$ cat src/rtl/bdnf_pkg.sv
// shared types, register indexes and event codes for the button debouncer
package bdnf_pkg;

	localparam int TIME_BITS_DEF = 32;
	localparam int WIDE_BITS     = 64;
	localparam int NOW_BITS      = 32;
	localparam int DELAY_BITS    = 16;
	localparam int CFG_IDX_BITS  = 2;

	typedef logic [CFG_IDX_BITS-1:0] cfg_idx_t;
	typedef logic [1:0]              ev_code_t;

	localparam cfg_idx_t CFG_LOCKOUT     = 2'd0;
	localparam cfg_idx_t CFG_STABLE      = 2'd1;
	localparam cfg_idx_t CFG_ACTIVE_HIGH = 2'd2;

	localparam ev_code_t EV_RELEASED    = 2'd0;
	localparam ev_code_t EV_PRESSED     = 2'd1;
	localparam ev_code_t EV_TO_PRESSED  = 2'd2;
	localparam ev_code_t EV_TO_RELEASED = 2'd3;

	typedef struct packed {
		logic [DELAY_BITS-1:0] lockout_delay_ms;
		logic [DELAY_BITS-1:0] stable_delay_ms;
		logic                  active_high;
	} cfg_t;

endpackage

$ cat src/rtl/bdnf_cfg.sv
// configuration register file of the button debouncer
module bdnf_cfg import bdnf_pkg::*; (
	input  logic                  clk,
	input  logic                  arst_n,
	input  logic                  cfg_we,
	input  cfg_idx_t              cfg_index,
	input  logic [DELAY_BITS-1:0] cfg_data,
	output cfg_t                  cfg
);

	cfg_t cfg_q;

	always_ff @(posedge clk or negedge arst_n) begin
		if (!arst_n) begin
			cfg_q.lockout_delay_ms <= '0;
			cfg_q.stable_delay_ms  <= '0;
			cfg_q.active_high      <= 1'b1;
		end else if (cfg_we) begin
			case (cfg_index)
				CFG_LOCKOUT:     cfg_q.lockout_delay_ms <= cfg_data;
				CFG_STABLE:      cfg_q.stable_delay_ms  <= cfg_data;
				CFG_ACTIVE_HIGH: cfg_q.active_high      <= cfg_data[0];
				default: ;
			endcase
		end
	end

	assign cfg = cfg_q;

endmodule

$ cat src/rtl/bdnf_filter.sv
// debounce state and per-sample decision logic
module bdnf_filter import bdnf_pkg::*; #(
	parameter int TIME_BITS = TIME_BITS_DEF
) (
	input  logic                 clk,
	input  logic                 arst_n,
	input  cfg_t                 cfg,
	input  logic                 step,
	input  logic [TIME_BITS-1:0] now,
	input  logic                 level,
	output ev_code_t             ev
);

	logic                 stable_q;
	logic                 cand_q;
	logic                 init_q;
	logic [TIME_BITS-1:0] last_change_q;
	logic [TIME_BITS-1:0] cand_since_q;

	logic                 stable_cur;
	logic                 cand_cur;
	logic [WIDE_BITS-1:0] lockout_wide;
	logic [WIDE_BITS-1:0] stable_wide;
	logic [TIME_BITS-1:0] lockout_t;
	logic [TIME_BITS-1:0] stable_t;
	logic [TIME_BITS-1:0] el_lock;
	logic [TIME_BITS-1:0] el_cand;
	logic                 open;
	logic                 take_cand;
	logic                 accept;
	logic                 back_stable;

	assign stable_cur   = init_q ? stable_q : level;
	assign cand_cur     = init_q ? cand_q   : level;
	assign lockout_wide = {{(WIDE_BITS-DELAY_BITS){1'b0}}, cfg.lockout_delay_ms};
	assign stable_wide  = {{(WIDE_BITS-DELAY_BITS){1'b0}}, cfg.stable_delay_ms};
	assign lockout_t    = lockout_wide[TIME_BITS-1:0];
	assign stable_t     = stable_wide[TIME_BITS-1:0];
	assign el_lock      = now - last_change_q;
	assign el_cand      = now - cand_since_q;

	assign open        = (cfg.lockout_delay_ms == '0) || (el_lock > lockout_t);
	assign take_cand   = open && (level != stable_cur) &&
	                     (cfg.stable_delay_ms != '0) && (level != cand_cur);
	assign accept      = open && (level != stable_cur) && !take_cand &&
	                     (el_cand > stable_t);
	assign back_stable = open && (level == stable_cur);

	always_comb begin
		if (accept) begin
			ev = (level == cfg.active_high) ? EV_TO_PRESSED : EV_TO_RELEASED;
		end else begin
			ev = (stable_cur == cfg.active_high) ? EV_PRESSED : EV_RELEASED;
		end
	end

	always_ff @(posedge clk or negedge arst_n) begin
		if (!arst_n) begin
			stable_q      <= 1'b0;
			cand_q        <= 1'b0;
			init_q        <= 1'b0;
			last_change_q <= '0;
			cand_since_q  <= '0;
		end else if (step) begin
			init_q   <= 1'b1;
			stable_q <= accept ? level : stable_cur;
			if (take_cand) begin
				cand_q       <= level;
				cand_since_q <= now;
			end else if (back_stable) begin
				cand_q <= stable_cur;
			end else begin
				cand_q <= cand_cur;
			end
			if (accept) begin
				last_change_q <= now;
			end
		end
	end

endmodule

$ cat src/rtl/button_debounce_noise_filter.sv
// top level of the button debouncer with noise filter and lockout
// One sample beat per clock while in_stall is low; a result beat follows its
// sample beat through the sample register, then the result register. The decision
// is combinational between the two registers and the state updates as the result
// register loads, so back-to-back samples see each other's effect. in_stall rises only while a result is
// held by out_stall and a further sample is already waiting.
module button_debounce_noise_filter import bdnf_pkg::*; #(
	parameter int TIME_BITS = TIME_BITS_DEF
) (
	input  logic                  clk,
	input  logic                  arst_n,
	input  logic                  in_valid,
	output logic                  in_stall,
	input  logic [NOW_BITS-1:0]   now_ms,
	input  logic                  raw_level,
	output logic                  out_valid,
	input  logic                  out_stall,
	output logic [1:0]            button_event,
	input  logic                  cfg_we,
	input  cfg_idx_t              cfg_index,
	input  logic [DELAY_BITS-1:0] cfg_data
);

	cfg_t                 cfg;
	logic                 valid_s1;
	logic [TIME_BITS-1:0] now_s1;
	logic                 level_s1;
	logic                 valid_s2;
	ev_code_t             ev_s2;
	ev_code_t             ev;
	logic                 advance;
	logic                 fire;
	logic                 take_in;
	logic [WIDE_BITS-1:0] now_wide;

	assign advance  = !valid_s2 || !out_stall;
	assign fire     = valid_s1 && advance;
	assign in_stall = valid_s1 && !advance;
	assign take_in  = in_valid && !in_stall;
	assign now_wide = {{(WIDE_BITS-NOW_BITS){1'b0}}, now_ms};

	bdnf_cfg u_cfg (
		.clk       (clk),
		.arst_n    (arst_n),
		.cfg_we    (cfg_we),
		.cfg_index (cfg_index),
		.cfg_data  (cfg_data),
		.cfg       (cfg)
	);

	bdnf_filter #(
		.TIME_BITS (TIME_BITS)
	) u_filter (
		.clk    (clk),
		.arst_n (arst_n),
		.cfg    (cfg),
		.step   (fire),
		.now    (now_s1),
		.level  (level_s1),
		.ev     (ev)
	);

	always_ff @(posedge clk or negedge arst_n) begin
		if (!arst_n) begin
			valid_s1 <= 1'b0;
			valid_s2 <= 1'b0;
		end else begin
			if (take_in) begin
				valid_s1 <= 1'b1;
			end else if (fire) begin
				valid_s1 <= 1'b0;
			end
			if (advance) begin
				valid_s2 <= valid_s1;
			end
		end
	end

	always_ff @(posedge clk) begin
		if (take_in) begin
			now_s1   <= now_wide[TIME_BITS-1:0];
			level_s1 <= raw_level;
		end
		if (fire) begin
			ev_s2 <= ev;
		end
	end

	assign out_valid    = valid_s2;
	assign button_event = ev_s2;

endmodule

$ cat config.mk
export PLATFORM = sky130hd
export DESIGN_NAME = button_debounce_noise_filter
export DESIGN_NICKNAME = d
export VERILOG_FILES = /design/src/rtl/bdnf_pkg.sv /design/src/rtl/bdnf_cfg.sv /design/src/rtl/bdnf_filter.sv /design/src/rtl/button_debounce_noise_filter.sv
export SDC_FILE = /design/constraint.sdc
export NUM_CORES = 1
export LEC_CHECK = 0
export BUFFER_PORTS_ARGS = -buffer_cell sky130_fd_sc_hd__clkbuf_2
export CORE_ASPECT_RATIO = 0.9
export CORE_UTILIZATION = 40
export CTS_BUF_LIST = sky130_fd_sc_hd__clkbuf_16
export CTS_CLUSTER_DIAMETER = 30
export DETAILED_ROUTE_END_ITERATION = 10
export SYNTH_ARGS = -nofsm -noshare
export SYNTH_HDL_FRONTEND = slang
export SYNTH_SLANG_ARGS = --single-unit
$ cat constraint.sdc
create_clock -name clk -period 7.8 [get_ports clk]
set_input_delay 1.17 -clock clk [delete_from_list [all_inputs] [get_ports clk]]
set_output_delay 1.17 -clock clk [all_outputs]
set_load 0.01 [all_outputs]
==> out/qor.csv, run 1 <==
metric,value,unit
cts.root.buffer_cell,clkbuf_16,
rsz0062_at_grt,false,
final_layout_size_suffix_gt1_frac,0.1567,
clkTransAtPathRegs,60,ps
cts_sinks,137,
timing.slew.headroom,0.2547,
cts_buffers,17,
syn_to_final_growth,11.38,%
synth_edf_count,35,
synth-compound-area-share,0.1739,
cp_max_fo,21,
fmax,0.1667,GHz
die_h,151.8,um
synth_top_family_by_area,compound AO/OA/AOI/OAI gates,
cts_tree,done,
drtIter0Drc,606,
pwr_density_cell,413.4,mW/mm2
p_int,2.626,mW
globalRouteOverflowTotal,0,
status,completed,
slew_viol_final,0,
hold_viol_final,0,
post_cts_buffers,0,
die_x,168.5,um
drtPass1Iterations,6,
synth_cells,1034,
post_cts_resized,0,
crit_type,reg2reg,
synth_nets,1186,
routedWlPerCell,18.12,um
pin_count,60,
synth_xor_area_frac,0.03862,
avgSynthCellArea,9.651,um2
postLayoutCoreUtil,0.4557,
vias,7824,
syn_area,0.009980,mm2
synthArstFlopShare,0.7445,
setup-tns-final,0,ps
setup_viol,0,
gp_congestion,0.8955,
finClkSkew,11.96,ps
antenna_found_initial,0,
synthAdderAreaFrac,0.1219,
highest_layer,met4,
min_path_type,reg2reg,
grt_pass1_wl,41130,um
yosys.area_share.simple,0.1305,
peakVddDrop,0.0001871,V
leakage,5.058,nW
clock_path_buffers,2,
grt_usage,0.2076,
maxCapViolCount,0,
worstPathRequired,8100,ps
switchingPower,1.969,mW
initial_core_util,0.4092,
port_buffers,59,
fin_crit_sh,0.7689,
core,0.02439,mm2
arrival,6300,ps
pwr-share-comb,0.579,
wl_met1,12750,um
clkPwrFrac,0.181,
wl_met3,1260,um
drc,0,
ys_seq_area_frac,0.3612,
htreeDepth,4,
startpoint_type,register,
die_area,0.02559,mm2
yosysWarnings,0,
instances_no_fill,1428,
grt_max_degree,75,
tightest_slew,1118,ps
ys_ff_latch,137,
mostFrequentLayoutCells,"inv_1, dfrtp_1, ha_1",
crit_path_end_kind,register,
vias_per_cell,5.479,
sequentialPowerShare,0.240,
clkLatencyLatePin,430,ps
hpwlAfterDp,19980,um
dp_cells,1395,
postCtsHoldBufs,0,
row_count,54,
ys.flop_type,dfrtp_1,
wl_met2,11420,um
fin_crit,5997,ps
ys_types,81,
swShare,0.4284,
ant_nets,0,
grt_pass1_vias,7561,
final_common_cell,inv_1,
synth_mux_area_frac,0.1103,
wl,25880,um
finalNetCount,1230,
## cell usage after synthesis (6+ instances only)
master,count,area share
inv_1,115,0.043
dfrtp_1,101,0.25
ha_1,94,0.12
nand2_1,74,0.028
a21oi_1,61,0.031
o21ai_0,54,0.027
nor2_1,49,0.018
edfxtp_1,35,0.11
xnor2_1,31,0.027
mux2_2,30,0.034
mux2_4,29,0.044
a21o_1,26,0.020
nand4_1,23,0.014
mux2_1,22,0.025
nand3_1,21,0.011
nor3_1,18,0.0090
buf_2,15,0.0075
a31oi_1,13,0.0081
clkbuf_1,13,0.0049
nor4_1,13,0.0081
xor2_1,13,0.011
a211oi_1,11,0.0083
nand2b_1,10,0.0063
o21bai_1,9,0.0068
mux2i_1,8,0.0080
nor2b_1,8,0.0050
o211ai_1,8,0.0060
o21a_1,8,0.0060
and3_1,7,0.0044
o2111ai_1,7,0.0061
buf_4,6,0.0045
o22ai_1,6,0.0038
## state kept, by name, summed over array words and instances (netlist names), 2 cells and up
| signal | flops |
|---|---|
| u_filter.last_change_q | 32 |
| button_event | 2 |
| now_s1 | 32 |
| u_cfg.cfg | 33 |
| u_filter.cand_since_q | 32 |
## kinds of logic after synthesis
group           after synthesis
compound gates              259
simple gates                257
buf+inv                     152
flops                       137
fa+ha+maj                    96
mux                          89
xor+xnor                     44
## layer usage
layer / vias up / global-route usage
met5: - / 0
met4: 0 / 0.05844
met3: 29 / 0.03959
met2: 180 / 0.3167
met1: 3774 / 0.2986
li1: 3841 / -
## critical path, cell delays in order (launching register included)
cell	delay (ps)
edfxtp_1	410
inv_1	110
ha_1	170
inv_1	50
fa_1	410
a21o_1	190
a21oi_1	210
o21bai_1	90
a21oi_1	230
o21bai_1	90
a21oi_1	240
o21bai_1	90
a21oi_1	170
xnor2_1	90
ha_1	290
nand4_1	120
nor4_1	380
a22o_1	250
o2111ai_1	100
nor4_1	300
nand4_1	120
nand4b_1	340
nand4_1	610
buf_4	410
mux2_2	380
## power groups by stage
stage | sequential (mW) | clock, mW | combinational (mW)
4_1_cts | 1.10 | 0.841 | 2.64
6_report | 1.10 | 0.830 | 2.66
3_5_place_dp | 1.11 | 0 | 2.63
3_3_place_gp | 1.11 | 0 | 2.60
5_1_grt | 1.13 | 0.870 | 2.98
2_1_floorplan | 1.06 | 0 | 2.10
## final timing paths
kind	startpoint	end	slack (ps)	cells past startpoint
max	now_s1[0]	u_filter.last_change_q[10]	1800	24
min	u_filter.last_change_q[21]	u_filter.last_change_q[21]	490	1
max reg2reg	now_s1[0]	u_filter.last_change_q[10]	1800	24
min reg2reg	u_filter.last_change_q[21]	u_filter.last_change_q[21]	490	1
max in group asynchronous	arst_n	u_cfg.cfg[28]	5790	2
min in group asynchronous	arst_n	u_filter.cand_since_q[27]	660	1
## metrics by stage
stage / hold WS (ps) / instance area (um2) / total power, mW / setup WS [ps]
global route: 507.2 / 11110 / 4.978 / 1396
finish: 492.5 / 11120 / 4.595 / 1803
CTS: 497.7 / 11110 / 4.589 / 1864
floorplan: 457.4 / 9980 / 3.164 / 3128
global placement: 474.1 / 10530 / 3.709 / 1957
detailed placement: 484.6 / 10530 / 3.736 / 1915
## final cells by class
cell class | instances | area, um2
tap | 336 | 420.4
fill | 2354 | 13280
antenna | 1 | 2.502
multi-input combinational | 745 | 5748
clock buffer | 17 | 425.4
timing repair buffer | 62 | 320.3
sequential | 137 | 3605
clock inverter | 15 | 162.7
inverter | 115 | 431.7
Note: power is estimated with default switching activity, not from simulation.
==> run 2, diff against run 1 <==
Settings changed: ABC_AREA set to 1.
Clock period 7.8 ns to 5.8 ns, I/O delays scaled along.
==> out/qor.csv, run 2 <==
metric,value,unit,change
routedWlPerCell,14.32,um,-21%
finClkSkew,15.29,ps,+3.332 ps
synth_cells,1727,,+67%
leakage,7.038,nW,+39%
busiest_layer,met2,,
setup_viol,0,,unchanged
instances_no_fill,2153,,+51%
synth_most_common_cell,nand2_1,,
die_area,0.02868,mm2,+12%
crit_path_end_kind,register,,
final_area,0.01240,mm2,+12%
port_buffers,59,,unchanged
timing.slew.headroom,0.2947,,+0.04005
cts.root.buffer_cell,clkbuf_16,,
grt_pass1_vias,9704,,+28%
cts_buffers,17,,unchanged
post_cts_resized,0,,unchanged
hold_viol_final,0,,unchanged
drtIter0Drc,728,,+20%
fin_crit_sh,0.8037,,+0.03483
cp_max_fo,34,,+62%
synth_top_area_share,0.2256,,-0.02764
fmax,0.2145,GHz,+29%
largest_reg_flops,33,,unchanged
startpoint_type,register,,
antenna_found_initial,0,,unchanged
clock_path_buffers,2,,unchanged
vias_per_cell,4.824,,-12%
synth_edf_count,35,,unchanged
final_common_cell,nand2_1,,
post_cts_buffers,0,,unchanged
globalRouteOverflowTotal,0,,unchanged
peakVddDrop,0.0001897,V,+1.4%
place_ws,1169,ps,-746.8 ps
diodes,0,,-1
avgSynthCellArea,6.486,um2,-33%
met2_usage,0.3518,,+0.03510
postLayoutCoreUtil,0.4551,,-0.0006460
htreeDepth,4,,unchanged
cts_tree,done,,
synthArstFlopShare,0.7445,,unchanged
worst_hold_slack,478.5,ps,-14.02 ps
synth_area_leaders,"dfrtp_1, nand2_1, inv_1",,
row_count,57,,+5.6%
place_area,0.01182,mm2,+12%
wl,30830,um,+19%
rsz0062_at_grt,false,,
status,completed,,
ys_ff_latch,137,,unchanged
finalNetCount,1938,,+58%
setup_ws,1138,ps,-664.3 ps
power,6.544,mW,+42%
grt_pass1_wl,49740,um,+21%
ys.flop_type,dfrtp_1,,
yosysTopAreaCell,dfrtp_1,,
tightest_slew,1051,ps,-66.58 ps
hpwlAfterDp,25610,um,+28%
fin_crit,4662,ps,-1336 ps
die_h,160.8,um,+5.9%
arrival,4980,ps,-1320 ps
crit_type,reg2reg,,
cts_sinks,137,,unchanged
clkTransAtPathRegs,70,ps,about the same
initial_core_util,0.4112,,+0.002027
clkLatencyLatePin,430,ps,about the same
gp_congestion,0.9320,,+4.1%
worstPathRequired,6120,ps,-1980 ps
grt_usage,0.2239,,+0.01633
drc,0,,unchanged
pin_count,60,,unchanged
drtPass1Iterations,5,,-1
min_path_type,in2async,,
setup-tns-final,0,ps,unchanged
grt_util_met3,0.02841,,-0.01118
pwr_density_cell,527.8,mW/mm2,+28%
final_layout_size_suffix_gt1_frac,0.06670,,-0.09003
ys_seq_area_frac,0.3218,,-0.03942
syn_area,0.01120,mm2,+12%
syn_to_final_growth,10.68,%,
core,0.02724,mm2,+12%
grt_max_degree,64,,-15%
yosysWarnings,0,,unchanged
slew_viol_final,0,,unchanged
synth_common_cells,"nand2_1, inv_1, nor2_1",,
ys_types,38,,-53%
die_x,178.4,um,+5.9%
postCtsHoldBufs,0,,unchanged
mostFrequentLayoutCells,"nand2_1, inv_1, nor2_1",,
vias,10385,,+33%
maxCapViolCount,0,,unchanged
dp_cells,2121,,+52%
use_met1,0.3213,,+0.02266
ant_nets,0,,unchanged
synth_nets,1879,,+58%
## run 2: critical path, cell delays in order (launching register included)
cell and delay (ps):
edfxtp_1 390, inv_1 130, ha_1 200, inv_1 120, fa_1 500, nand3_1 110
nand3_1 160, nand2_1 100, nand2_1 140, nand3_1 110, nand2_1 100, xor2_1 170
ha_1 280, nand2_1 60, nor2_1 150, nand2_1 100, inv_1 60, nand2_1 60
a21oi_1 140, nor2_1 70, nand3_1 70, nor2_1 40, nand3_1 70, nor2_1 70
nor2_1 160, nand3_2 570, o21ai_0 430
## run 2: cell families (layout without fill, tap and decap cells)
kind of cell    count (synthesis)  in the layout  synth area share
compound gates                151            151           0.07115
xor+xnor                       32             32           0.02502
fa+ha+maj                      96             96            0.1086
buf+inv                       375            447            0.1307
flops                         137            137            0.3218
simple gates                  936            936            0.3428
## run 2: cell type report
cell class              count  area [um2]
fillers                  2850       14850
multi-input cells        1215        6133
flip-flops and latches    137        3605
inverters                 354        1329
clock buffers              18       450.4
well taps                 354       442.9
repair buffers             61       312.8
clock inverters            14       125.1
## run 2: routing by layer
| layer | vias up | share of wire | wire (um) |
|---|---|---|---|
| met1 | 4710 | 0.51 | 15610 |
| met3 | 28 | 0.034 | 1033 |
| li1 | 5439 | - | - |
| met5 | - | 0 | 0 |
| met4 | 0 | 0.018 | 569 |
| met2 | 208 | 0.44 | 13610 |
## run 2: path summary, 6_finish.rpt
path	start	end	slack (ps)	cells past startpoint
min in group clk	u_filter.last_change_q[23]	u_filter.last_change_q[23]	480	2
worst max-delay path	now_s1[0]	u_filter.last_change_q[1]	1140	26
worst max register to register	now_s1[0]	u_filter.last_change_q[1]	1140	26
worst min-delay path	arst_n	u_cfg.cfg[5]	480	1
worst min register to register	u_filter.last_change_q[23]	u_filter.last_change_q[23]	480	2
max in group asynchronous	arst_n	u_filter.last_change_q[18]	4160	2
## run 2: power by group
| group | internal (mW) | total [mW] | switching [mW] |
|---|---|---|---|
| combinational | 1.42 | 4.06 | 2.64 |
| sequential | 1.27 | 1.43 | 0.158 |
| clock | 0.592 | 1.05 | 0.461 |
==> run 3, diff against run 2 <==
Settings changed: ABC_AREA 1 to 0.
Clock period 5.8 ns to 3.92 ns, I/O delays scaled along.
==> out/qor.csv, run 3 (same netlist as run 1, synthesis figures left out) <==
metric,value,unit,change
cts_tree,done,,
grt_max_degree,70,,+9.4%
hold_viol_final,0,,unchanged
maxCapViolCount,0,,unchanged
crit_path_end_kind,register,,
pwr-share-comb,0.644,,+0.024
setup_ws,-987.7,ps,-2126 ps
status,"finished, violations left",,
timing.slew.headroom,0.4096,,+0.1149
startpoint_type,register,,
pin_count,60,,unchanged
drtPass1Iterations,5,,unchanged
hpwlAfterDp,21900,um,-14%
fillers,2142,,-25%
pwr_density_cell,827.8,mW/mm2,+57%
finClkSkew,13.89,ps,-1.396 ps
clkPwrFrac,0.153,,-0.008
reg2regPathDepth,21,,-19%
htreeDepth,4,,unchanged
clkTransAtPathRegs,60,ps,about the same
fin_crit,4908,ps,+246.2 ps
setup_viol,67,,+67
cts_buffers,17,,unchanged
ant_nets,0,,unchanged
slew_viol_final,0,,unchanged
arrival,5210,ps,+230 ps
final_area,0.01314,mm2,+6.0%
die_h,151.8,um,-5.5%
drc,0,,unchanged
clkLatencyLatePin,430,ps,about the same
crit_type,reg2reg,,
swShare,0.4006,,-0.09688
final_common_cell,buf_4,,
die_x,168.5,um,-5.6%
violations,setup timing,,
tightest_slew,885.6,ps,-165.8 ps
diodes,0,,unchanged
cts_sinks,137,,unchanged
port_buffers,59,,unchanged
drtIter0Drc,667,,-8.4%
syn_to_final_growth,31.70,%,
power,10.88,mW,+66%
row_count,54,,-5.3%
cts.root.buffer_cell,clkbuf_16,,
r2r_slack,-990,ps,-2130 ps
postCtsHoldBufs,0,,unchanged
core,0.02439,mm2,-10%
leakage,6.286,nW,-11%
initial_core_util,0.4092,,-0.002027
r2r_end,u_filter.last_change_q[7],,
min_path_type,in2async,,
largest_reg_flops,33,,unchanged
grt_pass1_wl,46050,um,-7.4%
fmax,0.2038,GHz,-5.0%
gp_congestion,0.9314,,about the same
finalNetCount,1431,,-26%
routedWlPerCell,17.73,um,+24%
grt_pass1_vias,8629,,-11%
r2r-start,now_s1[4],,
rsz0062_at_grt,true,,
cp_max_fo,8,,-76%
switchingPower,4.359,mW,+34%
final_layout_size_suffix_gt1_frac,0.3313,,+0.2646
grt_usage,0.2320,,+0.008074
die_area,0.02559,mm2,-11%
worstPathRequired,4220,ps,-1900 ps
globalRouteOverflowTotal,0,,unchanged
antenna_found_initial,0,,unchanged
multi_input_area,0.006045,mm2,-1.4%
mostFrequentLayoutCells,"buf_4, inv_1, dfrtp_1",,
place_area,0.01192,mm2,+0.83%
wl,28860,um,-6.4%
peakVddDrop,0.0004050,V,+110%
clock_path_buffers,2,,unchanged
sequentialPowerShare,0.203,,-0.016
p_int,6.520,mW,+98%
postLayoutCoreUtil,0.5388,,+0.08375
regArea,0.003605,mm2,unchanged
vias_per_cell,5.305,,+10%
fin_crit_sh,1.252,,+0.4483
vias,8637,,-17%
[run 3: cell types whose count changed in the layout (fill, tap and decap cells not counted), sizes merged, moves of 10 or more]
cell	change
buf	+200
inv	-244
a211oi	+12
nand2	-577
nand3	-79
a21o	+25
nand2b	+10
xnor2	+28
mux2	+81
xor2	-16
o21ai	-24
nor3	+10
nor2	-83
a31oi	+14
[run 3: worst max-delay path, cell delays in order, from the launching register on]
cell       delay, ps
edfxtp_1         430
buf_4            170
ha_1             390
a211o_1          340
a31oi_2          190
o21ai_2           90
a21oi_1          200
o21a_1           180
xnor2_1          130
ha_1             270
a21oi_1          150
nand2_1           90
a221oi_2         260
a22o_1           210
o2111ai_2        100
nor4_1           300
nand4_1          120
nand4b_1         280
nand4_1          220
buf_6            150
clkbuf_16        160
mux2_2           330
[run 3: through the flow]
stage | instances | hold WS, ps | setup slack [ps] | setup TNS (ps)
after floorplan | 1034 | 292.4 | -486.5 | -27100
after global placement | 1566 | 469.1 | -914.5 | -59130
after detailed placement | 1566 | 481.2 | -981.4 | -62850
after CTS | 1624 | 146.6 | -901.0 | -56100
after global routing | 1628 | 147.4 | -1209 | -76380
final | 1628 | 124.6 | -987.7 | -60830
[run 3: layer usage]
layer	wire, um	global-route usage
met5	0	0
met4	580	0.07359
met3	1243	0.03412
met2	12880	0.3541
met1	14160	0.3369
[run 3: cell type report]
type	count	share of cell area
Sequential cell	137	0.2743
Inverter	115	0.03284
Clock inverter	14	0.01171
Timing Repair Buffer	263	0.1550
Tap cell	336	0.03199
Multi-Input combinational cell	745	0.4599
Clock buffer	18	0.03427
[run 3: power groups by stage]
stage	Clock (mW)	Combinational, mW	Sequential, mW
2_1_floorplan	0	4.26	2.11
3_3_place_gp	0	6.34	2.20
3_5_place_dp	0	6.42	2.21
4_1_cts	1.68	6.80	2.20
5_1_grt	1.74	7.71	2.25
6_report	1.66	7.01	2.21
[run 3: repair_timing]
| item | CTS | global route |
|---|---|---|
| pin swaps | 8 | 11 |
| endpoints found under the setup margin | 67 | 67 |
| setup buffers | 22 | 4 |
| gates cloned | 5 | 1 |
| gates resized for setup | 43 | 25 |
[run 3: worst max path at each step]
stage | slack (ps) | start | cells after the start | end
6_report | -990 | now_s1[4] | 21 | u_filter.last_change_q[7]
5_1_grt | -1210 | now_s1[0] | 27 | u_filter.last_change_q[4]
4_1_cts | -900 | now_s1[4] | 23 | u_filter.cand_since_q[26]
3_5_place_dp | -980 | now_s1[0] | 22 | u_filter.last_change_q[18]
3_3_place_gp | -910 | now_s1[0] | 22 | u_filter.last_change_q[0]
2_1_floorplan | -490 | now_s1[0] | 25 | u_filter.last_change_q[10]
